### src/rtl/assert_macros.svh
// Assertion helpers, reset-aware.
`ifndef ASSERT_MACROS_SVH
`define ASSERT_MACROS_SVH

// Property must hold at every clock edge out of reset.
`define ASSERT_ALWAYS(lbl, clk, rst_n, expr, msg) \
  lbl: assert property (@(posedge clk) disable iff (!rst_n) (expr)) else $error(msg);

// Consequent must hold in the cycle after the antecedent.
`define ASSERT_NEXT(lbl, clk, rst_n, ante, cons, msg) \
  lbl: assert property (@(posedge clk) disable iff (!rst_n) (ante) |=> (cons)) else $error(msg);

`endif

### src/rtl/rls_pkg.sv
package rls_pkg;

  localparam int MAX_TEXT = 4095;
  localparam int MAX_NEST = 255;

  // position counts up to MAX_TEXT + 1
  localparam int POS_W   = $clog2(MAX_TEXT + 2);
  localparam int DEPTH_W = $clog2(MAX_NEST + 1);
  localparam int LEN_W   = 12;
  localparam int NFLAG   = 6;
  localparam int OUT_W   = 32;

  localparam logic [7:0] CH_NUL       = 8'h00;
  localparam logic [7:0] CH_SLASH     = 8'h2F;
  localparam logic [7:0] CH_LBRACKET  = 8'h5B;
  localparam logic [7:0] CH_RBRACKET  = 8'h5D;
  localparam logic [7:0] CH_BACKSLASH = 8'h5C;
  localparam logic [7:0] CH_G         = 8'h67;
  localparam logic [7:0] CH_I         = 8'h69;
  localparam logic [7:0] CH_M         = 8'h6D;
  localparam logic [7:0] CH_U         = 8'h75;
  localparam logic [7:0] CH_X         = 8'h78;
  localparam logic [7:0] CH_S         = 8'h73;

  typedef struct packed {
    logic [7:0] ch;
    logic       start_req;
  } in_item_t;

  typedef struct packed {
    logic             emit;
    logic             valid_res;
    logic [LEN_W-1:0] pattern_length;
    logic [LEN_W-1:0] consumed_length;
    logic [NFLAG-1:0] flags;   // bit 0 g, 1 i, 2 m, 3 u, 4 x, 5 s
  } rls_res_t;

  // One-hot flag mask for a flag letter, zero for anything else.
  function automatic logic [NFLAG-1:0] flag_mask(input logic [7:0] c);
    logic [NFLAG-1:0] m;
    m = '0;
    case (c)
      CH_G:    m = 6'b000001;
      CH_I:    m = 6'b000010;
      CH_M:    m = 6'b000100;
      CH_U:    m = 6'b001000;
      CH_X:    m = 6'b010000;
      CH_S:    m = 6'b100000;
      default: m = '0;
    endcase
    return m;
  endfunction

endpackage

### src/rtl/rls_in_stage.sv
module rls_in_stage (
  input  logic              clk,
  input  logic              rst_n,
  input  logic              in_tvalid,
  output logic              in_tready,
  input  rls_pkg::in_item_t in_item,
  input  logic              take,      // scan consumes the held byte this cycle
  output logic              item_valid,
  output rls_pkg::in_item_t item
);

  logic              valid_r;
  rls_pkg::in_item_t item_r;

  assign in_tready  = !valid_r || take;
  assign item_valid = valid_r;
  assign item       = item_r;

  always_ff @(posedge clk) begin
    if (!rst_n) begin
      valid_r <= 1'b0;
    end else if (in_tready) begin
      valid_r <= in_tvalid;
    end
  end

  always_ff @(posedge clk) begin
    if (in_tready && in_tvalid) begin
      item_r <= in_item;
    end
  end

endmodule

### src/rtl/rls_scan.sv
`include "assert_macros.svh"

module rls_scan (
  input  logic              clk,
  input  logic              rst_n,
  input  logic              step_en,
  input  rls_pkg::in_item_t item,
  output rls_pkg::rls_res_t res
);

  typedef enum logic [1:0] {
    PH_DONE    = 2'd0,
    PH_PATTERN = 2'd1,
    PH_FLAGS   = 2'd2
  } phase_t;

  phase_t                              phase_r, phase_nxt;
  logic                                esc_r, esc_nxt;
  logic [rls_pkg::DEPTH_W-1:0]         depth_r, depth_nxt;
  logic [rls_pkg::POS_W-1:0]           pos_r, pos_nxt;
  logic [rls_pkg::POS_W-1:0]           psize_r, psize_nxt;
  logic [rls_pkg::NFLAG-1:0]           flags_r, flags_nxt;
  logic [rls_pkg::NFLAG-1:0]           mask;
  logic [rls_pkg::POS_W-1:0]           psize_new;
  logic                                over_limit;

  assign mask       = rls_pkg::flag_mask(item.ch);
  assign psize_new  = pos_r - rls_pkg::POS_W'(1);
  assign over_limit = pos_r > rls_pkg::POS_W'(rls_pkg::MAX_TEXT);

  always_comb begin
    phase_nxt = phase_r;
    esc_nxt   = esc_r;
    depth_nxt = depth_r;
    pos_nxt   = pos_r;
    psize_nxt = psize_r;
    flags_nxt = flags_r;
    res       = '0;

    if (item.start_req) begin
      esc_nxt   = 1'b0;
      depth_nxt = '0;
      psize_nxt = '0;
      flags_nxt = '0;
      pos_nxt   = rls_pkg::POS_W'(1);
      if (item.ch != rls_pkg::CH_SLASH) begin
        res.emit  = 1'b1;
        phase_nxt = PH_DONE;
      end else begin
        phase_nxt = PH_PATTERN;
      end
    end else if (phase_r == PH_PATTERN || phase_r == PH_FLAGS) begin
      if (over_limit) begin
        res.emit  = 1'b1;
        phase_nxt = PH_DONE;
      end else begin
        pos_nxt = pos_r + rls_pkg::POS_W'(1);
        case (phase_r)
          PH_PATTERN: begin
            if (item.ch == rls_pkg::CH_NUL) begin
              res.emit  = 1'b1;
              phase_nxt = PH_DONE;
            end else if (esc_r) begin
              esc_nxt = 1'b0;
            end else if (item.ch == rls_pkg::CH_SLASH && depth_r == '0) begin
              psize_nxt = psize_new;
              if (psize_new == '0) begin
                res.emit  = 1'b1;
                phase_nxt = PH_DONE;
              end else begin
                phase_nxt = PH_FLAGS;
              end
            end else if (item.ch == rls_pkg::CH_LBRACKET) begin
              if (depth_r != rls_pkg::DEPTH_W'(rls_pkg::MAX_NEST)) begin
                depth_nxt = depth_r + rls_pkg::DEPTH_W'(1);
              end
            end else if (item.ch == rls_pkg::CH_RBRACKET) begin
              if (depth_r != '0) begin
                depth_nxt = depth_r - rls_pkg::DEPTH_W'(1);
              end
            end else if (item.ch == rls_pkg::CH_BACKSLASH) begin
              esc_nxt = 1'b1;
            end
          end
          default: begin
            // flag letters; unknown or repeated letter closes the literal
            if (mask == '0 || (flags_r & mask) != '0) begin
              res.emit            = 1'b1;
              res.valid_res       = 1'b1;
              res.pattern_length  = rls_pkg::LEN_W'(psize_r);
              res.consumed_length = rls_pkg::LEN_W'(pos_r);
              res.flags           = flags_r;
              phase_nxt           = PH_DONE;
            end else begin
              flags_nxt = flags_r | mask;
            end
          end
        endcase
      end
    end
  end

  always_ff @(posedge clk) begin
    if (!rst_n) begin
      phase_r <= PH_DONE;
      esc_r   <= 1'b0;
      depth_r <= '0;
      pos_r   <= '0;
      psize_r <= '0;
      flags_r <= '0;
    end else if (step_en) begin
      phase_r <= phase_nxt;
      esc_r   <= esc_nxt;
      depth_r <= depth_nxt;
      pos_r   <= pos_nxt;
      psize_r <= psize_nxt;
      flags_r <= flags_nxt;
    end
  end

  `ASSERT_ALWAYS(a_pos_bound, clk, rst_n,
    pos_r <= rls_pkg::POS_W'(rls_pkg::MAX_TEXT + 1), "position past limit")
  `ASSERT_ALWAYS(a_depth_bound, clk, rst_n,
    depth_r <= rls_pkg::DEPTH_W'(rls_pkg::MAX_NEST), "bracket depth past limit")
  `ASSERT_NEXT(a_emit_done, clk, rst_n,
    step_en && res.emit, phase_r == PH_DONE, "scan not closed after result")
  `ASSERT_NEXT(a_hold, clk, rst_n,
    !step_en, $stable({phase_r, pos_r, flags_r}), "state moved while stalled")
  `ASSERT_ALWAYS(a_flags_phase, clk, rst_n,
    flags_r == '0 || phase_r != PH_PATTERN, "flags set during pattern scan")

endmodule

### src/rtl/rls_out_stage.sv
module rls_out_stage (
  input  logic                        clk,
  input  logic                        rst_n,
  input  logic                        load,    // new result from the scan
  input  rls_pkg::rls_res_t           res,
  output logic                        free,    // register can take a result
  output logic                        out_tvalid,
  input  logic                        out_tready,
  output logic [rls_pkg::OUT_W-1:0]   out_tdata
);

  logic                        valid_r;
  logic [rls_pkg::OUT_W-1:0]   data_r;

  assign free       = !valid_r || out_tready;
  assign out_tvalid = valid_r;
  assign out_tdata  = data_r;

  always_ff @(posedge clk) begin
    if (!rst_n) begin
      valid_r <= 1'b0;
    end else if (free) begin
      valid_r <= load;
    end
  end

  always_ff @(posedge clk) begin
    if (free && load) begin
      data_r <= {1'b0, res.flags, res.consumed_length, res.pattern_length, res.valid_res};
    end
  end

endmodule

### src/rtl/regex_literal_scanner_core.sv
// Path: the byte that closes the scan is held in the input register, then its result is
//   loaded into the result register, which raises out_tvalid; the scan waits while that is full.
// Throughput: one byte per cycle while the result register is free to take a result.
// Reset: rst_n is synchronous, active low; it empties both stages and returns the scan to
//   done, so bytes without in_tuser set are dropped until a new literal starts.
module regex_literal_scanner_core (
  input  logic        clk,
  input  logic        rst_n,
  // input channel: one byte of literal text per transfer
  input  logic        in_tvalid,
  output logic        in_tready,
  input  logic [7:0]  in_tdata,   // [7:0] ch
  input  logic        in_tuser,   // [0] start_req
  // result channel: one transfer per finished scan
  output logic        out_tvalid,
  input  logic        out_tready,
  output logic [31:0] out_tdata   // [0] valid_res, [12:1] pattern_length,
                                  // [24:13] consumed_length, [25] flag_global,
                                  // [26] flag_ignore_case, [27] flag_multiline,
                                  // [28] flag_unicode, [29] flag_extended,
                                  // [30] flag_dotall, [31] zero
);

  rls_pkg::in_item_t in_item;
  rls_pkg::in_item_t item;
  rls_pkg::rls_res_t res;
  logic              item_valid;
  logic              out_free;
  logic              step_en;

  assign in_item.ch        = in_tdata;
  assign in_item.start_req = in_tuser;

  // The held byte is processed only when the result register can take
  // whatever it produces; a stalled output freezes the scan state.
  assign step_en = item_valid && out_free;

  rls_in_stage u_in (
    .clk        (clk),
    .rst_n      (rst_n),
    .in_tvalid  (in_tvalid),
    .in_tready  (in_tready),
    .in_item    (in_item),
    .take       (step_en),
    .item_valid (item_valid),
    .item       (item)
  );

  rls_scan u_scan (
    .clk     (clk),
    .rst_n   (rst_n),
    .step_en (step_en),
    .item    (item),
    .res     (res)
  );

  rls_out_stage u_out (
    .clk        (clk),
    .rst_n      (rst_n),
    .load       (step_en && res.emit),
    .res        (res),
    .free       (out_free),
    .out_tvalid (out_tvalid),
    .out_tready (out_tready),
    .out_tdata  (out_tdata)
  );

endmodule
### config.mk
export PLATFORM = sky130hd
export DESIGN_NAME = regex_literal_scanner_core
export DESIGN_NICKNAME = d
export VERILOG_FILES = /design/src/rtl/rls_pkg.sv /design/src/rtl/rls_in_stage.sv /design/src/rtl/rls_scan.sv /design/src/rtl/rls_out_stage.sv /design/src/rtl/regex_literal_scanner_core.sv
export VERILOG_INCLUDE_DIRS = /design/src /design/src/rtl
export SDC_FILE = /design/constraint.sdc
export NUM_CORES = 1
export LEC_CHECK = 0
export BUFFER_PORTS_ARGS = -buffer_cell sky130_fd_sc_hd__buf_2
export CAP_MARGIN = 40
export CORE_MARGIN = 1.5
export CORE_UTILIZATION = 45
export DETAILED_ROUTE_END_ITERATION = 10
export PLACE_DENSITY_LB_ADDON = 0.2
export SLEW_MARGIN = 0
export SYNTH_ARGS = -nofsm -noshare
export SYNTH_HDL_FRONTEND = slang
export SYNTH_SLANG_ARGS = --single-unit
### constraint.sdc
create_clock -name clk -period 7.4 [get_ports clk]
set_clock_uncertainty 0.05 [all_clocks]
set_input_delay 1.48 -clock clk [delete_from_list [all_inputs] [get_ports clk]]
set_output_delay 1.48 -clock clk [all_outputs]
set_load 0.02 [all_outputs]
Word-level counts from Yosys, hierarchy flattened
Cells that the tools add are included.
Widths: inputs -> output; s select.
Cells by class
  $lt $le $gt $ge: 1
  reduce and logical (&&, ||, !) cells: 31
  $mul: 0
  bitwise gates (word level): 4
  div/mod/pow operators: 0
  add/subtract/negate cells: 4
  shift-type cells: 0
  eq/ne operators: 23
  muxes and demuxes: 59
Operator list (number)
  $mux 8: 11
  $mux 12: 7
  $eq 8x7->1 const B: 9
  $mux 32: 2
  $mux 31: 2
  $mux 13: 3
  $pmux 6 s6: 1
  $mux 6: 5
  $mux 1: 19
  $mux 2: 9
  $logic_not 8->1: 2
  $reduce_and 5->1: 3
  $add 13x1->13 const B: 1
  $gt 13x12->1 const B: 1
  $logic_not 13->1: 1
  $sub 13x1->13 const B: 1
  $ne 2x2->1 const B: 6
  $reduce_and 10->1: 1
  $add 8x1->8 const B: 1
  $eq 8x6->1 const B: 1
  $ne 8x6->1 const B: 1
  $ne 8x8->1 const B: 1
  $reduce_bool 8->1: 1
  $sub 8x1->8 const B: 1
  other kinds (20): 32
Word-level totals
  bits in registers: 84
  memories kept: 0
  bits in latches: 0
  word-level logic and storage cells: 134
  bits of input ports: 13
  bits in writable memories: 0
  memory bits (read-only): 0
  output and inout port bits: 34

Depth between registers and ports, before layout
  depth after elaboration: 12
  mapped depth: 11
  depth with buffers taken out: 10

Modules after synthesis
From an unflattened synthesis, not the netlist that was laid out.
Second synthesis, totals
  cells, all modules: 419
  area, all modules: 4265.3 µm²
By module, submodules not included
  rls_scan: instances 1, cells each 365, sequential area each 840.8 µm², area an instance 2925.3 µm²
  rls_out_stage: instances 1, cells each 38, sequential area each 950.9 µm², area an instance 999.7 µm²
  rls_in_stage: instances 1, cells each 14, sequential area each 290.3 µm², area an instance 327.8 µm²
  regex_literal_scanner_core: instances 1, cells each 2, sequential area each 0.0 µm², area an instance 12.5 µm²

Least setup slack after synthesis
Ideal clock, no wire load.
  path type: input port to flip-flop
  from: input port out_tready
  to: register u_out.data_r (netlist bit u_out.out_tdata[0]), enable pin
  data required time: 6.892 ns
  path slack: 2.749 ns
  buffers on the path: 0
  library setup time: 0.458 ns
  stages: 5
  arrival: 4.143 ns
  cells stage by stage: nor2b_1 nand2b_1 a21oi_1 nand2b_1 nor3_1
On the way
  longest elaborated chain between the ends: 4
RTL lines
  start, declared: RTL line regex_literal_scanner_core.sv:16  | input logic out_tready,
  $logic_or 1x1->1 (*): RTL line rls_out_stage.sv:15  | assign free = !valid_r || out_tready;
  $logic_and 1x1->1: RTL line regex_literal_scanner_core.sv:36  | assign step_en = item_valid && out_free;
  $logic_and 1x1->1: RTL line regex_literal_scanner_core.sv:60  | .load (step_en && res.emit),
  $logic_and 1x1->1 (*): RTL line rls_out_stage.sv:28  | if (free && load) begin
  end signal, assigned: RTL line rls_out_stage.sv:29  | data_r <= {1'b0, res.flags, res.consumed_length, res.pattern_length, res.valid_res};
  end, declared: RTL line rls_out_stage.sv:13  | logic [rls_pkg::OUT_W-1:0] data_r;
Mark *: on every way between the ends. The rest lies on a longest branch, timed or not.
A chain may end at the register's enable or synchronous reset.

Worst setup path after layout
  from: input port out_tready
  to: output port in_tready
On the way
  longest elaborated chain between the ends: 3
RTL lines
  $logic_or 1x1->1: RTL line rls_out_stage.sv:15
  $logic_and 1x1->1: RTL line regex_literal_scanner_core.sv:36
  $logic_or 1x1->1: RTL line rls_in_stage.sv:15  | assign in_tready = !valid_r || take;
  end, declared: RTL line regex_literal_scanner_core.sv:11  | output logic in_tready,
Every way passes these cells.

==> flow_results.org <==
** Setup path
- Launching instance or port of the critical path :: out_tready
- Worst path required time :: 5.87 ns
- Worst R2R Setup Slack :: 4.18 ns
- The worst setup path is captured at a primary output.
- The worst setup path is launched from an input port.
- FF-to-FF path depth :: 6
- Data arrival time of the critical path :: 2.10 ns
- R2R Path End :: u_out.out_tdata[15]
- Worst R2R Start :: u_scan.pos_r[4]
- Critical path fanouts, max :: 5
- Kind of critical path :: in2out

** Synthesis
- Summed over all instances, the cell type with the most area after synthesis is sky130_fd_sc_hd__edfxtp_1.
- Of the synthesized area, sequential elements account for 46.5%.
- In the synthesized netlist the dominant register cell turns out to be sky130_fd_sc_hd__dfxtp_1.
- Number of register bits inferred by synthesis :: 84
- Summing every instance area after synthesis gives 0.00448 mm2.
- Of all flip-flops after synthesis, the portion carrying an async set or reset was 0%.
- Yosys top cell area share :: 26.8%
- Mean instance size in the synthesized netlist :: 9.78 um2
- The synthesized design contains 40 enable-type register cells.
- Counting every instance in the synthesized netlist gives 458.
- Post-synthesis net count :: 482
- Number of warnings issued by yosys :: 0
- After synthesis, the netlist uses 67 different library cells.
- Cell types occupying the most area after synthesis :: sky130_fd_sc_hd__edfxtp_1 27%, sky130_fd_sc_hd__dfxtp_1 20%, sky130_fd_sc_hd__and2_1 4.7%

** Floorplan
- Number of primary I/O pins :: 47
- Die width :: 103 um
- Std cell rows :: 36
- Die outline area :: 0.0106 mm2
- Die Y-Extent :: 103 um
- Starting utilization of the core area :: 46.0%
- The core region is 0.00973 mm2.

** Place
- Input and output buffers added on the ports amount to 45.
- At the end of routability-driven placement, the weighted congestion stood at 0.883.
- Cell total after placement :: 609
- After legalization and detailed placement, the total HPWL measured 6430 um.
- Placed Instance Area :: 0.00478 mm2

** Final layout
- The final layout contains 511 nets.
- Fill count :: 932
- Final cell count without fillers :: 625
- Relative to the synthesized area, the layout overhead comes to 12.3%.
- At the end of the flow the core is filled with cells to 51.7%.
- Post-route cell area :: 0.00503 mm2
- Total inserted antenna cells :: 0
- Fraction of layout instances using a drive strength above 1 :: 15.9%

** Power and ir drop
- Internal power :: 736 uW
- Per report_power, the combinational group accounts for 6.6% of the total.
- Per report_power, the sequential group accounts for 52.3% of the total.
- In this run the power spent charging and discharging nets is 228 uW.
- The share of total power dissipated in the clock network is 41.1%.
- Maximum vdd ir drop :: 101 uV
- In this run the power density over the cells is 192 mW/mm2.
- Leakage power :: 1.83 nW
- In this run switching power makes up 23.7% of total power.

** Drt
- # DRC :: 0
- In the final routed layout, each cell accounts on average for 14.5 um.
- The routed layout has 3,403 vias.
- Iteration count of the initial detailed-routing pass :: 5
- Dividing the detail-routed via count by the number of cells gives 5.44.
- Once detail routing completed, the nets flagged for antenna violations numbered 0.
- The final layout contains routed wiring with a total length of 9070 um.
- For this block, the initial DRC count from the detailed router was 212.

** Clock network
- The number of hold buffers added after CTS was 0.
- After clock tree synthesis, the clock-pin slew on the worst setup and hold paths is 0.09 ns.
- Buffer count from post-CTS setup fixing :: 0
- The number of clock buffers added by TritonCTS is 9.
- Clock tree synthesis selected as its root buffer the cell sky130_fd_sc_hd__clkbuf_8.
- The clock reaches the later pin of the worst-skew pair after 0.37 ns.
- TritonCTS built the clock tree.
- The clock net in this run drives a total of 84 sinks.
- Resized cells post-CTS :: 0
- Largest buffer count on any clock path :: 2
- CTS built an H-tree with a depth of 3.

** GRT
- In the global route stage, met3 resource usage came out at 4.88%.
- Met1 usage in global routing :: 25.2%
- Global routing used 18.2% of the available tracks.
- Entering global routing, the biggest net connects 34 pins.
- Residual overflow from global routing :: 0
- Global-route track usage on met2 :: 27.1%
- Global-route wire length before repair :: 14,900 um
- The number of antenna violations at the first check in global routing was 0.
- Vias in the first global route :: 3,006
- GRT Max-Usage Layer :: met2

** Timing
- At the pin with the least slew margin, the transition time is 0.893 ns.
- Setup repair after global routing left no endpoint under its margin.
- Number of pins exceeding their max-slew limit in the final report :: 0
- Static timing analysis puts the maximum clock frequency at 276 MHz.
- Setup violations remaining at the end of the flow were counted as 0.
- Summed over all failing endpoints, the final setup total negative slack is 0 ns.
- The final-report hold violation count came to 0.
- Shortest clock period the worst path allows after layout :: 3.63 ns
- Final critical-path share of the clock period :: 49.0%
- In this run the tightest slew margin relative to its limit is 40.4%.

** Hold path
- Along the worst hold path, the cell count comes to 2.
- The path with the worst hold slack has its endpoint at u_scan.flags_r[5].
- Path type of the worst min-delay path :: reg2reg
- The worst hold path begins at u_scan.flags_r[5].

** Status
- The flow ran to the end, and the final reports show no timing, DRC or antenna violations.

** Flow run
- Count of maximum capacitance violations :: 0
-- Yosys cell counts (6+ instances only) --
cell type and number:
sky130_fd_sc_hd__o21a_1 6, sky130_fd_sc_hd__xnor2_1 12, sky130_fd_sc_hd__nand4_1 10, sky130_fd_sc_hd__xor2_1 6, sky130_fd_sc_hd__o21ai_0 16, sky130_fd_sc_hd__and3_1 6
sky130_fd_sc_hd__nor2b_1 27, sky130_fd_sc_hd__inv_1 13, sky130_fd_sc_hd__nor2_1 35, sky130_fd_sc_hd__and2_1 34, sky130_fd_sc_hd__nor3_1 13, sky130_fd_sc_hd__edfxtp_1 40
sky130_fd_sc_hd__nand3_1 15, sky130_fd_sc_hd__nor4_1 9, sky130_fd_sc_hd__clkbuf_1 20, sky130_fd_sc_hd__nand2_1 29, sky130_fd_sc_hd__or3_1 6, sky130_fd_sc_hd__ha_1 10
sky130_fd_sc_hd__dfxtp_1 44, sky130_fd_sc_hd__a21oi_1 11, sky130_fd_sc_hd__mux2i_1 17
-- cell usage in the layout, fill, tap and decap left out, types with 4 or more instances in the layout --
cell                       synthesis  routed
sky130_fd_sc_hd__ha_1             10      10
sky130_fd_sc_hd__nand2_1          29      29
sky130_fd_sc_hd__or4_1             5       5
sky130_fd_sc_hd__nand3_1          15      15
sky130_fd_sc_hd__buf_2             5      45
sky130_fd_sc_hd__nor2b_1          27      27
sky130_fd_sc_hd__o21ai_0          16      16
sky130_fd_sc_hd__and2_1           34      34
sky130_fd_sc_hd__mux2i_1          17      17
sky130_fd_sc_hd__dfxtp_1          44      44
sky130_fd_sc_hd__nor4_1            9       9
sky130_fd_sc_hd__o21a_1            6       6
sky130_fd_sc_hd__a21oi_1          11      11
sky130_fd_sc_hd__edfxtp_1         40      40
sky130_fd_sc_hd__xor2_1            6       6
sky130_fd_sc_hd__and3_1            6       6
sky130_fd_sc_hd__xnor2_1          12      12
sky130_fd_sc_hd__nor3_1           13      12
sky130_fd_sc_hd__nor2_1           35      35
sky130_fd_sc_hd__nand4_1          10      10
sky130_fd_sc_hd__nor4b_1           4       4
sky130_fd_sc_hd__inv_1            13      13
sky130_fd_sc_hd__nand4b_1          5       5
sky130_fd_sc_hd__clkbuf_8          0       9
sky130_fd_sc_hd__or3_1             6       6
-- worst max-delay path by stage --
stage	end	slack, ns	cells past startpoint
floorplan	u_out.out_tdata[0]	2.75	5
global route	in_tready	3.69	4
CTS	in_tready	3.76	4
global placement	in_tready	3.81	4
detailed placement	in_tready	3.76	4
finish	in_tready	3.77	4
-- power by group through the flow --
stage / clock (mW) / sequential (mW) / combinational [mW]
2_1_floorplan: 0 / 0.514 / 0.0470
3_3_place_gp: 0 / 0.516 / 0.0597
3_5_place_dp: 0 / 0.515 / 0.0631
4_1_cts: 0.405 / 0.504 / 0.0633
5_1_grt: 0.426 / 0.506 / 0.0705
6_report: 0.396 / 0.504 / 0.0632
-- registers in the layout, summed over array words and instances, names as in the netlist, 2 cells and up --
name,flops
u_scan.pos_r,13
u_scan.depth_r,8
u_out.out_tdata,31
u_scan.phase_r,2
u_scan.flags_r,6
u_in.item,9
u_scan.psize_r,12
-- through the flow --
step / setup WS [ns] / hold WS (ns) / power, mW
2_1_floorplan: 2.75 / 0.381 / 0.561
3_3_place_gp: 3.81 / 0.417 / 0.576
3_5_place_dp: 3.76 / 0.420 / 0.578
4_1_cts: 3.76 / 0.435 / 0.973
5_1_grt: 3.69 / 0.464 / 1.00
6_report: 3.77 / 0.431 / 0.964
-- logic make-up after synthesis --
family / after synthesis / share of synthesized area [%]
and+or+nand+nor: 215 / 27.2
DFF: 84 / 46.5
AOI/OAI and AO/OA: 69 / 11.6
buffers and inverters: 43 / 4.08
xor gates and xnor gates: 18 / 3.52
muxes: 17 / 3.80
adders and majority gates: 11 / 3.24
other: 1 / 0.0837
-- critical path: stages --
cell and delay, ns:
sky130_fd_sc_hd__buf_2 0.10, sky130_fd_sc_hd__nor2b_1 0.25, sky130_fd_sc_hd__nand2_1 0.10, sky130_fd_sc_hd__buf_2 0.17
-- layer usage --
layer | wire length [um] | part of all wire (%)
met1 | 4320 | 48
met2 | 4100 | 45
met3 | 479 | 5.3
met4 | 169 | 1.9
met5 | 0 | 0
-- area by class of cell --
type | instances | area (um2) | share of cell area (%)
multi-input combinational | 331 | 2230 | 44.3
sequential | 84 | 2080 | 41.4
timing repair buffer | 48 | 259 | 5.15
tap | 133 | 166 | 3.31
clock buffer | 10 | 149 | 2.96
clock inverter | 6 | 97.6 | 1.94
inverter | 13 | 48.8 | 0.970
Power figures use the tool's default switching activity.
